$ cat src/design/paired_stream_id_allocator_defines.svh
// Assertion macros shared by the stream ID allocator RTL.
`ifndef PAIRED_STREAM_ID_ALLOCATOR_DEFINES_SVH
`define PAIRED_STREAM_ID_ALLOCATOR_DEFINES_SVH

// Same-cycle implication, checked on every rising clock edge outside reset.
`define PSIA_ASSERT_IMP(lbl, ante, cons, msg) \
   lbl: assert property (@(posedge clock) disable iff (reset) (ante) |-> (cons)) \
      else $error(msg);

// Next-cycle implication.
`define PSIA_ASSERT_NXT(lbl, ante, cons, msg) \
   lbl: assert property (@(posedge clock) disable iff (reset) (ante) |=> (cons)) \
      else $error(msg);

`endif

$ cat src/design/psia_pkg.sv
// Shared types and constants for the paired stream ID allocator.
`default_nettype none
package psia_pkg;

   localparam int MODE_W      = 3;
   localparam int ID_W        = 6;
   localparam int TAG_W       = 16;
   localparam int STATUS_W    = 2;
   localparam int CNT_W       = 7;
   localparam int CSR_IDX_W   = 1;
   localparam int GRP_W       = 8;
   localparam int GRP_SEL_W   = $clog2(GRP_W);
   localparam int QUEUE_DEPTH = 2;
   localparam int Q_PTR_W     = $clog2(QUEUE_DEPTH);
   localparam int Q_FILL_W    = $clog2(QUEUE_DEPTH + 1);

   localparam logic [MODE_W-1:0] MODE_RES_PAIR = 3'd0;
   localparam logic [MODE_W-1:0] MODE_RES_OUT  = 3'd1;
   localparam logic [MODE_W-1:0] MODE_REL_PAIR = 3'd2;
   localparam logic [MODE_W-1:0] MODE_REL_OUT  = 3'd3;
   localparam logic [MODE_W-1:0] MODE_QUERY    = 3'd4;

   localparam logic [STATUS_W-1:0] ST_OK    = 2'd0;
   localparam logic [STATUS_W-1:0] ST_FULL  = 2'd1;
   localparam logic [STATUS_W-1:0] ST_RANGE = 2'd2;

   localparam logic [CSR_IDX_W-1:0] CSR_IN_COUNT  = 1'd0;
   localparam logic [CSR_IDX_W-1:0] CSR_OUT_COUNT = 1'd1;

   localparam logic [CNT_W-1:0] CNT_RESET = 7'd64;

   typedef enum logic [2:0] {
      OP_RES_PAIR,
      OP_RES_OUT,
      OP_REL_PAIR,
      OP_REL_OUT,
      OP_QUERY,
      OP_NOP
   } op_type;

   typedef struct packed {
      op_type            op;
      logic              range_err;
      logic [ID_W-1:0]   id;
      logic [TAG_W-1:0]  tag;
   } cmd_type;

   typedef struct packed {
      logic [CNT_W-1:0] nin;
      logic [CNT_W-1:0] nout;
      logic [CNT_W-1:0] npair;
   } limits_type;

   typedef enum logic {
      BK_IDLE,
      BK_EXEC
   } back_state_type;

endpackage
`default_nettype wire

$ cat src/design/psia_channels.sv
// Request and response channel interfaces of the allocator.
`default_nettype none
interface psia_req_if;
   logic                          valid;
   logic                          ready;
   logic [psia_pkg::MODE_W-1:0]   mode;
   logic [psia_pkg::ID_W-1:0]     stream_id;
   logic [psia_pkg::TAG_W-1:0]    owner_tag;

   modport source (output valid, mode, stream_id, owner_tag, input ready);
   modport sink   (input valid, mode, stream_id, owner_tag, output ready);
endinterface

interface psia_rsp_if;
   logic                          valid;
   logic                          ready;
   logic [psia_pkg::STATUS_W-1:0] status;
   logic [psia_pkg::ID_W-1:0]     granted_id;
   logic [psia_pkg::TAG_W-1:0]    stored_tag;
   logic                          in_use;

   modport source (output valid, status, granted_id, stored_tag, in_use, input ready);
   modport sink   (input valid, status, granted_id, stored_tag, in_use, output ready);
endinterface
`default_nettype wire

$ cat src/design/psia_ram.sv
// Generic single-write, single-read RAM with registered read data.
`default_nettype none
module psia_ram #(
   parameter int WIDTH = 16,
   parameter int DEPTH = 64
) (
   input  wire logic                     clock,
   input  wire logic                     we,
   input  wire logic [$clog2(DEPTH)-1:0] waddr,
   input  wire logic [WIDTH-1:0]         wdata,
   input  wire logic                     re,
   input  wire logic [$clog2(DEPTH)-1:0] raddr,
   output logic      [WIDTH-1:0]         rdata
);

   logic [WIDTH-1:0] mem [DEPTH];

   always_ff @(posedge clock) begin
      if (we) begin
         mem[waddr] <= wdata;
      end
      if (re) begin
         rdata <= mem[raddr];
      end
   end

endmodule
`default_nettype wire

$ cat src/design/psia_front.sv
// Front end: takes request items, decodes the mode and checks the ID range.
`default_nettype none
module psia_front (
   input  wire psia_pkg::limits_type lim,
   psia_req_if.sink                  req_bus,
   input  wire logic                 q_full,
   output logic                      push,
   output psia_pkg::cmd_type         push_cmd
);

   logic [psia_pkg::CNT_W-1:0] id_ext;

   always_comb begin
      req_bus.ready = !q_full;
      push          = req_bus.valid && !q_full;
      id_ext        = psia_pkg::CNT_W'(req_bus.stream_id);

      push_cmd.id        = req_bus.stream_id;
      push_cmd.tag       = req_bus.owner_tag;
      push_cmd.range_err = 1'b0;
      push_cmd.op        = psia_pkg::OP_NOP;

      case (req_bus.mode)
         psia_pkg::MODE_RES_PAIR: push_cmd.op = psia_pkg::OP_RES_PAIR;
         psia_pkg::MODE_RES_OUT:  push_cmd.op = psia_pkg::OP_RES_OUT;
         psia_pkg::MODE_REL_PAIR: begin
            push_cmd.op        = psia_pkg::OP_REL_PAIR;
            push_cmd.range_err = id_ext >= lim.npair;
         end
         psia_pkg::MODE_REL_OUT: begin
            push_cmd.op        = psia_pkg::OP_REL_OUT;
            push_cmd.range_err = id_ext >= lim.npair;
         end
         psia_pkg::MODE_QUERY: begin
            push_cmd.op        = psia_pkg::OP_QUERY;
            push_cmd.range_err = id_ext >= lim.nin;
         end
         default: push_cmd.op = psia_pkg::OP_NOP;
      endcase
   end

endmodule
`default_nettype wire

$ cat src/design/psia_queue.sv
// Short command queue between the front end and the back end.
`default_nettype none
module psia_queue (
   input  wire logic              clock,
   input  wire logic              reset,
   input  wire logic              push,
   input  wire psia_pkg::cmd_type push_cmd,
   input  wire logic              pop,
   output psia_pkg::cmd_type      head_cmd,
   output logic                   full,
   output logic                   empty
);

   psia_pkg::cmd_type              slot_ff [psia_pkg::QUEUE_DEPTH];
   logic [psia_pkg::Q_PTR_W-1:0]   wr_ptr_ff, wr_ptr_in;
   logic [psia_pkg::Q_PTR_W-1:0]   rd_ptr_ff, rd_ptr_in;
   logic [psia_pkg::Q_FILL_W-1:0]  fill_ff, fill_in;

   always_comb begin
      full      = fill_ff == psia_pkg::Q_FILL_W'(psia_pkg::QUEUE_DEPTH);
      empty     = fill_ff == '0;
      head_cmd  = slot_ff[rd_ptr_ff];
      wr_ptr_in = push ? wr_ptr_ff + 1'b1 : wr_ptr_ff;
      rd_ptr_in = pop ? rd_ptr_ff + 1'b1 : rd_ptr_ff;
      fill_in   = fill_ff + psia_pkg::Q_FILL_W'(push) - psia_pkg::Q_FILL_W'(pop);
   end

   always_ff @(posedge clock) begin
      if (reset) begin
         wr_ptr_ff <= '0;
         rd_ptr_ff <= '0;
         fill_ff   <= '0;
      end else begin
         wr_ptr_ff <= wr_ptr_in;
         rd_ptr_ff <= rd_ptr_in;
         fill_ff   <= fill_in;
      end
   end

   always_ff @(posedge clock) begin
      if (push) begin
         slot_ff[wr_ptr_ff] <= push_cmd;
      end
   end

endmodule
`default_nettype wire

$ cat src/design/psia_back.sv
// Back end: usage bitmaps, two-step lowest-free search, tag store, result register.
`default_nettype none
module psia_back #(
   parameter int MAX_STREAMS = 64
) (
   input  wire logic                 clock,
   input  wire logic                 reset,
   input  wire psia_pkg::limits_type lim,
   input  wire psia_pkg::cmd_type    head_cmd,
   input  wire logic                 q_empty,
   output logic                      pop,
   psia_rsp_if.source                rsp_bus
);

   localparam int MAP_LIMIT = 1 << psia_pkg::CNT_W;
   localparam int TAG_LIMIT = 1 << psia_pkg::ID_W;
   localparam int MAP_DEPTH = (MAX_STREAMS < MAP_LIMIT) ? MAX_STREAMS : MAP_LIMIT;
   localparam int NGRP      = (MAP_DEPTH + psia_pkg::GRP_W - 1) / psia_pkg::GRP_W;
   localparam int PAD_W     = NGRP * psia_pkg::GRP_W;
   localparam int GRP_IW    = (NGRP > 1) ? $clog2(NGRP) : 1;
   localparam int IDX_W     = GRP_IW + psia_pkg::GRP_SEL_W;
   localparam int TAG_DEPTH = (MAP_DEPTH < TAG_LIMIT) ? MAP_DEPTH : TAG_LIMIT;
   localparam int TAG_AW    = $clog2(TAG_DEPTH);

   psia_pkg::back_state_type state_ff, state_in;
   psia_pkg::cmd_type        cmd_ff;

   logic [MAP_DEPTH-1:0] in_map_ff, in_map_in;
   logic [MAP_DEPTH-1:0] out_map_ff, out_map_in;

   logic [NGRP-1:0]                           grp_any_ff, grp_any_in;
   logic [NGRP-1:0][psia_pkg::GRP_SEL_W-1:0]  grp_first_ff, grp_first_in;

   logic                          rsp_valid_ff, rsp_valid_in;
   logic [psia_pkg::STATUS_W-1:0] rsp_status_ff, rsp_status_in;
   logic [psia_pkg::ID_W-1:0]     rsp_id_ff, rsp_id_in;
   logic [psia_pkg::TAG_W-1:0]    rsp_tag_ff, rsp_tag_in;
   logic                          rsp_used_ff, rsp_used_in;

   logic                       fire;
   logic [PAD_W-1:0]           in_pad, out_pad, free_vec;
   logic [psia_pkg::CNT_W-1:0] limit;
   logic                       found;
   logic [GRP_IW-1:0]          sel_g;
   logic [IDX_W-1:0]           grant_idx;
   logic [IDX_W-1:0]           mid;
   logic                       tag_we;
   logic [psia_pkg::TAG_W-1:0] tag_rd_data;

   // next state
   always_comb begin
      state_in = state_ff;
      case (state_ff)
         psia_pkg::BK_IDLE: if (!q_empty) state_in = psia_pkg::BK_EXEC;
         psia_pkg::BK_EXEC: if (fire) state_in = psia_pkg::BK_IDLE;
         default:           state_in = psia_pkg::BK_IDLE;
      endcase
   end

   // state outputs
   always_comb begin
      pop  = 1'b0;
      fire = 1'b0;
      case (state_ff)
         psia_pkg::BK_IDLE: pop  = !q_empty;
         psia_pkg::BK_EXEC: fire = !rsp_valid_ff || rsp_bus.ready;
         default: begin
            pop  = 1'b0;
            fire = 1'b0;
         end
      endcase
   end

   // step one: per-group free flags and lowest free slot in each group
   always_comb begin
      in_pad  = PAD_W'(in_map_ff);
      out_pad = PAD_W'(out_map_ff);
      limit   = (head_cmd.op == psia_pkg::OP_RES_PAIR) ? lim.npair : lim.nout;
      for (int i = 0; i < PAD_W; i++) begin
         free_vec[i] = !out_pad[i] && (psia_pkg::CNT_W'(i) < limit) &&
                       (head_cmd.op != psia_pkg::OP_RES_PAIR || !in_pad[i]);
      end
      for (int g = 0; g < NGRP; g++) begin
         grp_any_in[g]   = |free_vec[g*psia_pkg::GRP_W +: psia_pkg::GRP_W];
         grp_first_in[g] = '0;
         for (int j = psia_pkg::GRP_W - 1; j >= 0; j--) begin
            if (free_vec[g*psia_pkg::GRP_W + j]) begin
               grp_first_in[g] = psia_pkg::GRP_SEL_W'(j);
            end
         end
      end
   end

   // step two: pick the group, apply the command, form the result
   always_comb begin
      found = |grp_any_ff;
      sel_g = '0;
      for (int g = NGRP - 1; g >= 0; g--) begin
         if (grp_any_ff[g]) begin
            sel_g = GRP_IW'(g);
         end
      end
      grant_idx = {sel_g, grp_first_ff[sel_g]};
      mid       = IDX_W'(cmd_ff.id);

      in_map_in     = in_map_ff;
      out_map_in    = out_map_ff;
      rsp_valid_in  = rsp_valid_ff && !rsp_bus.ready;
      rsp_status_in = rsp_status_ff;
      rsp_id_in     = rsp_id_ff;
      rsp_tag_in    = rsp_tag_ff;
      rsp_used_in   = rsp_used_ff;
      tag_we        = 1'b0;

      if (fire) begin
         rsp_valid_in  = 1'b1;
         rsp_status_in = psia_pkg::ST_OK;
         rsp_id_in     = cmd_ff.id;
         rsp_tag_in    = '0;
         rsp_used_in   = 1'b0;
         case (cmd_ff.op)
            psia_pkg::OP_RES_PAIR, psia_pkg::OP_RES_OUT: begin
               rsp_id_in = '0;
               if (found) begin
                  rsp_id_in             = psia_pkg::ID_W'(grant_idx);
                  out_map_in[grant_idx] = 1'b1;
                  if (cmd_ff.op == psia_pkg::OP_RES_PAIR) begin
                     in_map_in[grant_idx] = 1'b1;
                     tag_we               = int'(grant_idx) < TAG_DEPTH;
                  end
               end else begin
                  rsp_status_in = psia_pkg::ST_FULL;
               end
            end
            psia_pkg::OP_REL_PAIR: begin
               if (cmd_ff.range_err) begin
                  rsp_status_in = psia_pkg::ST_RANGE;
               end else begin
                  out_map_in[mid] = 1'b0;
                  in_map_in[mid]  = 1'b0;
                  rsp_tag_in      = in_map_ff[mid] ? tag_rd_data : '0;
               end
            end
            psia_pkg::OP_REL_OUT: begin
               if (cmd_ff.range_err) begin
                  rsp_status_in = psia_pkg::ST_RANGE;
               end else begin
                  out_map_in[mid] = 1'b0;
               end
            end
            psia_pkg::OP_QUERY: begin
               if (cmd_ff.range_err) begin
                  rsp_status_in = psia_pkg::ST_RANGE;
               end else begin
                  rsp_used_in = in_map_ff[mid];
               end
            end
            default: rsp_status_in = psia_pkg::ST_OK;
         endcase
      end
   end

   always_ff @(posedge clock) begin
      if (reset) begin
         state_ff     <= psia_pkg::BK_IDLE;
         in_map_ff    <= '0;
         out_map_ff   <= '0;
         rsp_valid_ff <= 1'b0;
      end else begin
         state_ff     <= state_in;
         in_map_ff    <= in_map_in;
         out_map_ff   <= out_map_in;
         rsp_valid_ff <= rsp_valid_in;
      end
   end

   always_ff @(posedge clock) begin
      if (pop) begin
         cmd_ff       <= head_cmd;
         grp_any_ff   <= grp_any_in;
         grp_first_ff <= grp_first_in;
      end
      rsp_status_ff <= rsp_status_in;
      rsp_id_ff     <= rsp_id_in;
      rsp_tag_ff    <= rsp_tag_in;
      rsp_used_ff   <= rsp_used_in;
   end

   psia_ram #(
      .WIDTH (psia_pkg::TAG_W),
      .DEPTH (TAG_DEPTH)
   ) u_tag_ram (
      .clock (clock),
      .we    (tag_we),
      .waddr (TAG_AW'(grant_idx)),
      .wdata (cmd_ff.tag),
      .re    (pop),
      .raddr (TAG_AW'(head_cmd.id)),
      .rdata (tag_rd_data)
   );

   assign rsp_bus.valid      = rsp_valid_ff;
   assign rsp_bus.status     = rsp_status_ff;
   assign rsp_bus.granted_id = rsp_id_ff;
   assign rsp_bus.stored_tag = rsp_tag_ff;
   assign rsp_bus.in_use     = rsp_used_ff;

endmodule
`default_nettype wire

$ cat src/design/paired_stream_id_allocator.sv
// Top level of the paired stream ID allocator.
//
//   Channel   Dir   Handshake        Payload
//   req_bus   in    valid/ready      mode, stream_id, owner_tag
//   rsp_bus   out   valid/ready      status, granted_id, stored_tag, in_use
//   csr_*     in    csr_we strobe    csr_idx, csr_wdata
//
// The back end handles one item at a time in two steps (group-wise free search
// plus tag read, then group select and bitmap update).
// A taken request passes the command queue, step-one registers and result register.
// Reset clears both bitmaps at once and sets both counts to 64; no clearing pass.
// The two-entry command queue and the result register let either side stall.
`default_nettype none
`include "paired_stream_id_allocator_defines.svh"
module paired_stream_id_allocator #(
   parameter int MAX_STREAMS = 64
) (
   input  wire logic                           clock,
   input  wire logic                           reset,
   psia_req_if.sink                            req_bus,
   psia_rsp_if.source                          rsp_bus,
   input  wire logic                           csr_we,
   input  wire logic [psia_pkg::CSR_IDX_W-1:0] csr_idx,
   input  wire logic [psia_pkg::CNT_W-1:0]     csr_wdata
);

   localparam int CAP_MAX = (1 << psia_pkg::CNT_W) - 1;
   localparam logic [psia_pkg::CNT_W-1:0] COUNT_CAP =
      psia_pkg::CNT_W'((MAX_STREAMS < CAP_MAX) ? MAX_STREAMS : CAP_MAX);

   logic [psia_pkg::CNT_W-1:0] in_cnt_ff, in_cnt_in;
   logic [psia_pkg::CNT_W-1:0] out_cnt_ff, out_cnt_in;
   psia_pkg::limits_type       lim;

   logic              push;
   psia_pkg::cmd_type push_cmd;
   psia_pkg::cmd_type head_cmd;
   logic              q_full;
   logic              q_empty;
   logic              pop;

   always_comb begin
      in_cnt_in  = in_cnt_ff;
      out_cnt_in = out_cnt_ff;
      if (csr_we) begin
         case (csr_idx)
            psia_pkg::CSR_IN_COUNT:  in_cnt_in  = csr_wdata;
            psia_pkg::CSR_OUT_COUNT: out_cnt_in = csr_wdata;
            default: begin
               in_cnt_in  = in_cnt_ff;
               out_cnt_in = out_cnt_ff;
            end
         endcase
      end
      lim.nin   = (in_cnt_ff > COUNT_CAP) ? COUNT_CAP : in_cnt_ff;
      lim.nout  = (out_cnt_ff > COUNT_CAP) ? COUNT_CAP : out_cnt_ff;
      lim.npair = (lim.nin < lim.nout) ? lim.nin : lim.nout;
   end

   always_ff @(posedge clock) begin
      if (reset) begin
         in_cnt_ff  <= psia_pkg::CNT_RESET;
         out_cnt_ff <= psia_pkg::CNT_RESET;
      end else begin
         in_cnt_ff  <= in_cnt_in;
         out_cnt_ff <= out_cnt_in;
      end
   end

   psia_front u_front (
      .lim      (lim),
      .req_bus  (req_bus),
      .q_full   (q_full),
      .push     (push),
      .push_cmd (push_cmd)
   );

   psia_queue u_queue (
      .clock    (clock),
      .reset    (reset),
      .push     (push),
      .push_cmd (push_cmd),
      .pop      (pop),
      .head_cmd (head_cmd),
      .full     (q_full),
      .empty    (q_empty)
   );

   psia_back #(
      .MAX_STREAMS (MAX_STREAMS)
   ) u_back (
      .clock    (clock),
      .reset    (reset),
      .lim      (lim),
      .head_cmd (head_cmd),
      .q_empty  (q_empty),
      .pop      (pop),
      .rsp_bus  (rsp_bus)
   );

   `PSIA_ASSERT_NXT(a_push_lands, req_bus.valid && req_bus.ready, !q_empty, "taken item missing from queue")
   `PSIA_ASSERT_IMP(a_full_clean, rsp_bus.valid && rsp_bus.status == psia_pkg::ST_FULL, rsp_bus.granted_id == '0 && rsp_bus.stored_tag == '0 && !rsp_bus.in_use, "failed reserve carries data")
   `PSIA_ASSERT_IMP(a_query_clean, rsp_bus.valid && rsp_bus.in_use, rsp_bus.status == psia_pkg::ST_OK && rsp_bus.stored_tag == '0, "in_use set on a bad result")

endmodule
`default_nettype wire

$ cat src/flat_wrapper.sv
// flat-port wrapper written by rule: the top's interface ports become plain ports
module paired_stream_id_allocator_flat 
#(
   parameter int MAX_STREAMS = 64
)
  (clock, reset, csr_we, csr_idx, csr_wdata, req_bus_valid, req_bus_mode, req_bus_stream_id, req_bus_owner_tag, req_bus_ready, rsp_bus_valid, rsp_bus_status, rsp_bus_granted_id, rsp_bus_stored_tag, rsp_bus_in_use, rsp_bus_ready);
  psia_req_if req_bus_i ();
  psia_rsp_if rsp_bus_i ();
  input  wire logic clock;
  input  wire logic reset;
  input  wire logic csr_we;
  input  wire logic [psia_pkg::CSR_IDX_W-1:0] csr_idx;
  input  wire logic [psia_pkg::CNT_W-1:0] csr_wdata;
  input wire logic [$bits(req_bus_i.valid)-1:0] req_bus_valid;
  input wire logic [$bits(req_bus_i.mode)-1:0] req_bus_mode;
  input wire logic [$bits(req_bus_i.stream_id)-1:0] req_bus_stream_id;
  input wire logic [$bits(req_bus_i.owner_tag)-1:0] req_bus_owner_tag;
  output wire logic [$bits(req_bus_i.ready)-1:0] req_bus_ready;
  output wire logic [$bits(rsp_bus_i.valid)-1:0] rsp_bus_valid;
  output wire logic [$bits(rsp_bus_i.status)-1:0] rsp_bus_status;
  output wire logic [$bits(rsp_bus_i.granted_id)-1:0] rsp_bus_granted_id;
  output wire logic [$bits(rsp_bus_i.stored_tag)-1:0] rsp_bus_stored_tag;
  output wire logic [$bits(rsp_bus_i.in_use)-1:0] rsp_bus_in_use;
  input wire logic [$bits(rsp_bus_i.ready)-1:0] rsp_bus_ready;
  assign req_bus_i.valid = req_bus_valid;
  assign req_bus_i.mode = req_bus_mode;
  assign req_bus_i.stream_id = req_bus_stream_id;
  assign req_bus_i.owner_tag = req_bus_owner_tag;
  assign req_bus_ready = req_bus_i.ready;
  assign rsp_bus_valid = rsp_bus_i.valid;
  assign rsp_bus_status = rsp_bus_i.status;
  assign rsp_bus_granted_id = rsp_bus_i.granted_id;
  assign rsp_bus_stored_tag = rsp_bus_i.stored_tag;
  assign rsp_bus_in_use = rsp_bus_i.in_use;
  assign rsp_bus_i.ready = rsp_bus_ready;
  paired_stream_id_allocator #(.MAX_STREAMS(MAX_STREAMS)) u_core (.clock(clock), .reset(reset), .req_bus(req_bus_i), .rsp_bus(rsp_bus_i), .csr_we(csr_we), .csr_idx(csr_idx), .csr_wdata(csr_wdata));
endmodule
$ cat config.mk
export PLATFORM = sky130hd
export DESIGN_NAME = paired_stream_id_allocator_flat
export DESIGN_NICKNAME = d
export VERILOG_FILES = /design/src/design/psia_pkg.sv /design/src/design/psia_channels.sv /design/src/design/psia_ram.sv /design/src/design/psia_front.sv /design/src/design/psia_queue.sv /design/src/design/psia_back.sv /design/src/design/paired_stream_id_allocator.sv /design/src/flat_wrapper.sv
export VERILOG_INCLUDE_DIRS = /design/src /design/src/design
export SDC_FILE = /design/constraint.sdc
export NUM_CORES = 2
export LEC_CHECK = 0
export ABC_AREA = 1
export BUFFER_PORTS_ARGS = -buffer_cell sky130_fd_sc_hd__buf_2
export CAP_MARGIN = 20
export CORE_UTILIZATION = 60
export DETAILED_ROUTE_END_ITERATION = 8
export MAX_ROUTING_LAYER = met4
export PLACE_DENSITY = 0.85
export RECOVER_POWER = 25
export SYNTH_ARGS = -nofsm -noshare
export SYNTH_HDL_FRONTEND = slang
export SYNTH_SLANG_ARGS = --single-unit
export TNS_END_PERCENT = 1
$ cat constraint.sdc
create_clock -name clock -period 7.6 [get_ports clock]
set_input_delay 0.38 -clock clock [delete_from_list [all_inputs] [get_ports clock]]
set_output_delay 0.38 -clock clock [all_outputs]
set_load 0.005 [all_outputs]
==> impl_metrics.yaml <==
global_route:
  grt_usage_pct: 34.7
  use_met1_pct: 45.3
  grt_pass1_vias: 39384
  met3_usage_pct: 8.52
  antenna_found_initial: 1
  grt_overflow_total: 0
  grt_max_degree: 199
  grt_busiest_layer: "met2"
  gr-usage-met2_pct: 51.6
  grt_pass1_wl_um: 239000
flow_run:
  maxCapViolCount: 16
outcome:
  outcome: "finished with violations"
  violations: "design-rule violations, max-capacitance violations, max-slew violations"
power_and_ir_drop:
  ir_worst_vdd_v: 0.000345
  power_frac_comb_pct: 33.5
  pwr-share-clk_pct: 26.7
  p_int_w: 0.0145
  power.switching_w: 0.00940
  pwr-share-seq_pct: 39.8
  power_w: 0.0239
  p_sw_share_pct: 39.2
  total_leakage_power_nw: 20.2
  powerDensity_mw_per_mm2: 386
place:
  dp.cells: 5929
  placed_area_mm2: 0.0575
  dp_hpwl_um: 89700
  portBuffers: 64
  gp_congestion: 0.954
drt:
  drc: 2
  drt_wl_total_um: 161000
  antenna_left: 0
  vias: 42073
  drt_pass1_iterations: 9
  drt_iter0_drc: 8131
  vias_per_cell: 6.78
  wl_per_cell_um: 26.0
timing:
  min_period_ns: 4.77
  max_freq_ghz: 0.209
  fin_crit_sh_pct: 62.8
  slew_headroom_pct: -163
  final_max_slew_viol_count: 1002
  setup_violations: 0
  grt_setup_unrepaired: "false"
  hold_violations: 0
  finalSetupTns_ns: 0
  clock_skew_ns: 0.0515
  worst_pin_slew_ns: 3.95
setup_path:
  reg2reg_slack_ns: 2.83
  worstPathArrival_ns: 5.27
  ff2ff_path_depth: 13
  critPathKind: "reg -> reg"
  timing.rr.end: "u_core.u_back.u_tag_ram.rdata[11]"
  cp_data_required_time_ns: 8.10
  worstPathMaxFanout: 101
  worst_setup_path_start_kind: "flop"
  critPathCaptureType: "flop"
clock_tree:
  cts_buffers: 131
  clk_pin_slew_worst_paths_ns: 0.06
  clockRootBuffer: "clkbuf_16"
  clk_path_buf_depth: 3
  clk_latency_ns: 0.77
  numClockSinks: 1324
  cts_tree: "built"
  post_cts_buffers: 0
  cts.htree.levels: 4
floorplanning:
  core_mm2: 0.0919
  rows: 111
  die_area_mm2: 0.0943
  die_y_um: 307
  fp.dieW_um: 307
  start_util_pct: 60.7
  ios: 65
synthesis:
  synth_nets: 4895
  ys_types: 51
  synthCells: 4837
  ys.flop_type: "edfxtp_1"
  netlist_area_mm2: 0.0558
  ys_warn_count: 0
  async_flop_share_pct: 0
  synth_area_leaders: "edfxtp_1 63%, o21ai_0 5.6%, dfxtp_1 5.3%, nor2_1 4.5%, a21oi_1 2.8%"
  synth_top_cell_area_share_pct: 63.2
  synth-edff-count: 1175
  yosysSeqAreaShare_pct: 68.5
  ys_seq_elements: 1324
  yosysTopAreaCell: "edfxtp_1"
  synth_area_per_cell_um2: 11.5
worst_hold_path:
  holdPathEnd: "u_core.out_cnt_ff[0]"
  hold_depth: 3
  min_path_type: "in -> reg"
  min_from: "csr_idx"
finish:
  drive_gt1_share_pct: 9.24
  area_growth_syn_to_layout_pct: 10.9
  nets: 4911
  fin_cells: 6205
  final_cell_area_mm2: 0.0620
## how the worst max path moves through the flow
stage                                              end  slack (ns)  depth (start not counted)
finish               u_core.u_back.u_tag_ram.rdata[11]        2.83                         13
global route          u_core.u_back.u_tag_ram.rdata[0]        2.65                         12
CTS                   u_core.u_back.u_tag_ram.rdata[6]        3.06                         12
detailed placement    u_core.u_back.u_tag_ram.rdata[7]        3.08                         12
global placement    u_core.u_back.u_tag_ram.mem[56][0]        3.14                          8
floorplan                    u_core.u_queue.fill_ff[1]        2.16                          8
## layer usage
metal / part of all wire (%) / up-vias
li1: - / 17919
met1: 35 / 19797
met2: 45 / 3682
met3: 14 / 675
met4: 5.5 / 0
met5: 0 / -
## registers in the layout, indices dropped and copies added, names as in the netlist, 2 cells and up, named ones only
signal / flops
u_core.u_back.rsp_bus.granted_id: 6
u_core.u_back.cmd_ff: 20
u_core.u_back.grp_first_ff: 24
u_core.u_back.rsp_bus.status: 2
u_core.u_back.in_map_ff: 64
u_core.u_back.u_tag_ram.mem: 1024
u_core.in_cnt_ff: 7
u_core.out_cnt_ff: 7
u_core.u_back.grp_any_ff: 8
u_core.u_back.u_tag_ram.rdata: 16
u_core.u_queue.fill_ff: 2
u_core.u_back.rsp_bus.stored_tag: 16
u_core.u_back.out_map_ff: 64
u_core.u_queue.slot_ff: 52
u_core.u_back.mid: 6
## power by group through the flow
stage / logic [W] / registers (W) / clock network, W
2_1_floorplan: 0.00433 / 0.00984 / 0
3_3_place_gp: 0.00735 / 0.00950 / 0
3_5_place_dp: 0.00761 / 0.00951 / 0
4_1_cts: 0.00770 / 0.00937 / 0.00638
5_1_grt: 0.00833 / 0.00954 / 0.00667
6_report: 0.00802 / 0.00953 / 0.00639
## cell type report
cell class | count | area, um^2
diodes | 3 | 7.51
clock buffers | 164 | 3480
clock inverters | 75 | 711
fillers | 6211 | 30000
inverters | 255 | 976
multi-input cells | 2908 | 15300
flip-flops and latches | 1324 | 38300
well taps | 1243 | 1560
repair buffers | 233 | 1620
## per-stage QoR
| stage | util, % | worst slack [ns] | hold slack [ns] |
|---|---|---|---|
| floorplan | - | 2.16 | 0.426 |
| global placement | 62.5 | 3.14 | 0.436 |
| detailed placement | 62.6 | 3.08 | 0.463 |
| CTS | 67.5 | 3.06 | 0.00845 |
| global route | 67.4 | 2.65 | 0.0771 |
| finish | 67.4 | 2.83 | 0.0261 |
## Yosys cell counts (8+ instances only)
cell type     n
nor2_1      672
inv_2        19
buf_2        24
dfxtp_1     149
clkbuf_1    287
o221ai_1    130
a21oi_1     309
o22ai_1     155
ha_1         20
o21ai_0     625
nor3_1       25
nand3_1     192
nand2_2       8
nand4_1      89
or2_2         8
o21ai_1      14
nor4_1       10
nand2_1     358
o211ai_1    138
inv_1       228
o31ai_1      63
buf_1        21
buf_4        11
o2111ai_1    13
edfxtp_1   1175
## placed cells by master (no fill, tap or decap), types with 9 or more instances in the layout
master,synthesis,final
buf_2,24,42
clkbuf_16,0,132
nand2_1,358,356
clkinv_2,0,21
nand3_1,192,192
o21ai_0,625,624
nand2_2,8,9
nor3_1,25,23
nor3_4,6,9
nor4_2,0,10
edfxtp_1,1175,1175
clkinv_1,7,34
o221ai_1,130,130
dlygate4sd3_1,0,34
o21ai_1,14,11
buf_4,11,115
o2111ai_1,13,13
o211ai_1,138,138
nor2_1,672,669
nor2_2,7,9
a21oi_1,309,309
ha_1,20,20
dfxtp_1,149,149
o22ai_1,155,155
o31ai_1,63,63
clkbuf_1,287,63
inv_1,228,225
inv_2,19,19
nand4_1,89,89
## what timing repair did
item,CTS,global route
hold buffers,34,0
hold endpoints to repair,67,0
gates resized for setup,0,0
## kinds of logic after synthesis
kind of cell / after synthesis / synth area share, %
buffers and inverters: 605 / 4.29
AO/OA/AOI/OAI: 1477 / 15.6
flip-flops: 1324 / 68.5
XOR/XNOR: 1 / 0.0157
adder cells (fa/ha/maj): 20 / 0.448
AND/OR/NAND/NOR: 1410 / 11.1
## worst max-delay path, stage by stage, from the launching register on
cell	delay, ns
dfxtp_1	0.31
buf_4	0.35
inv_2	0.29
or2_2	0.39
o21ai_4	0.07
buf_4	0.59
inv_6	0.47
buf_4	0.50
o21ai_0	0.20
o22ai_1	0.13
o211ai_1	0.44
nand3_1	0.24
nand3_1	0.23
nand2_1	0.10
Power figures use the tool's default switching activity.
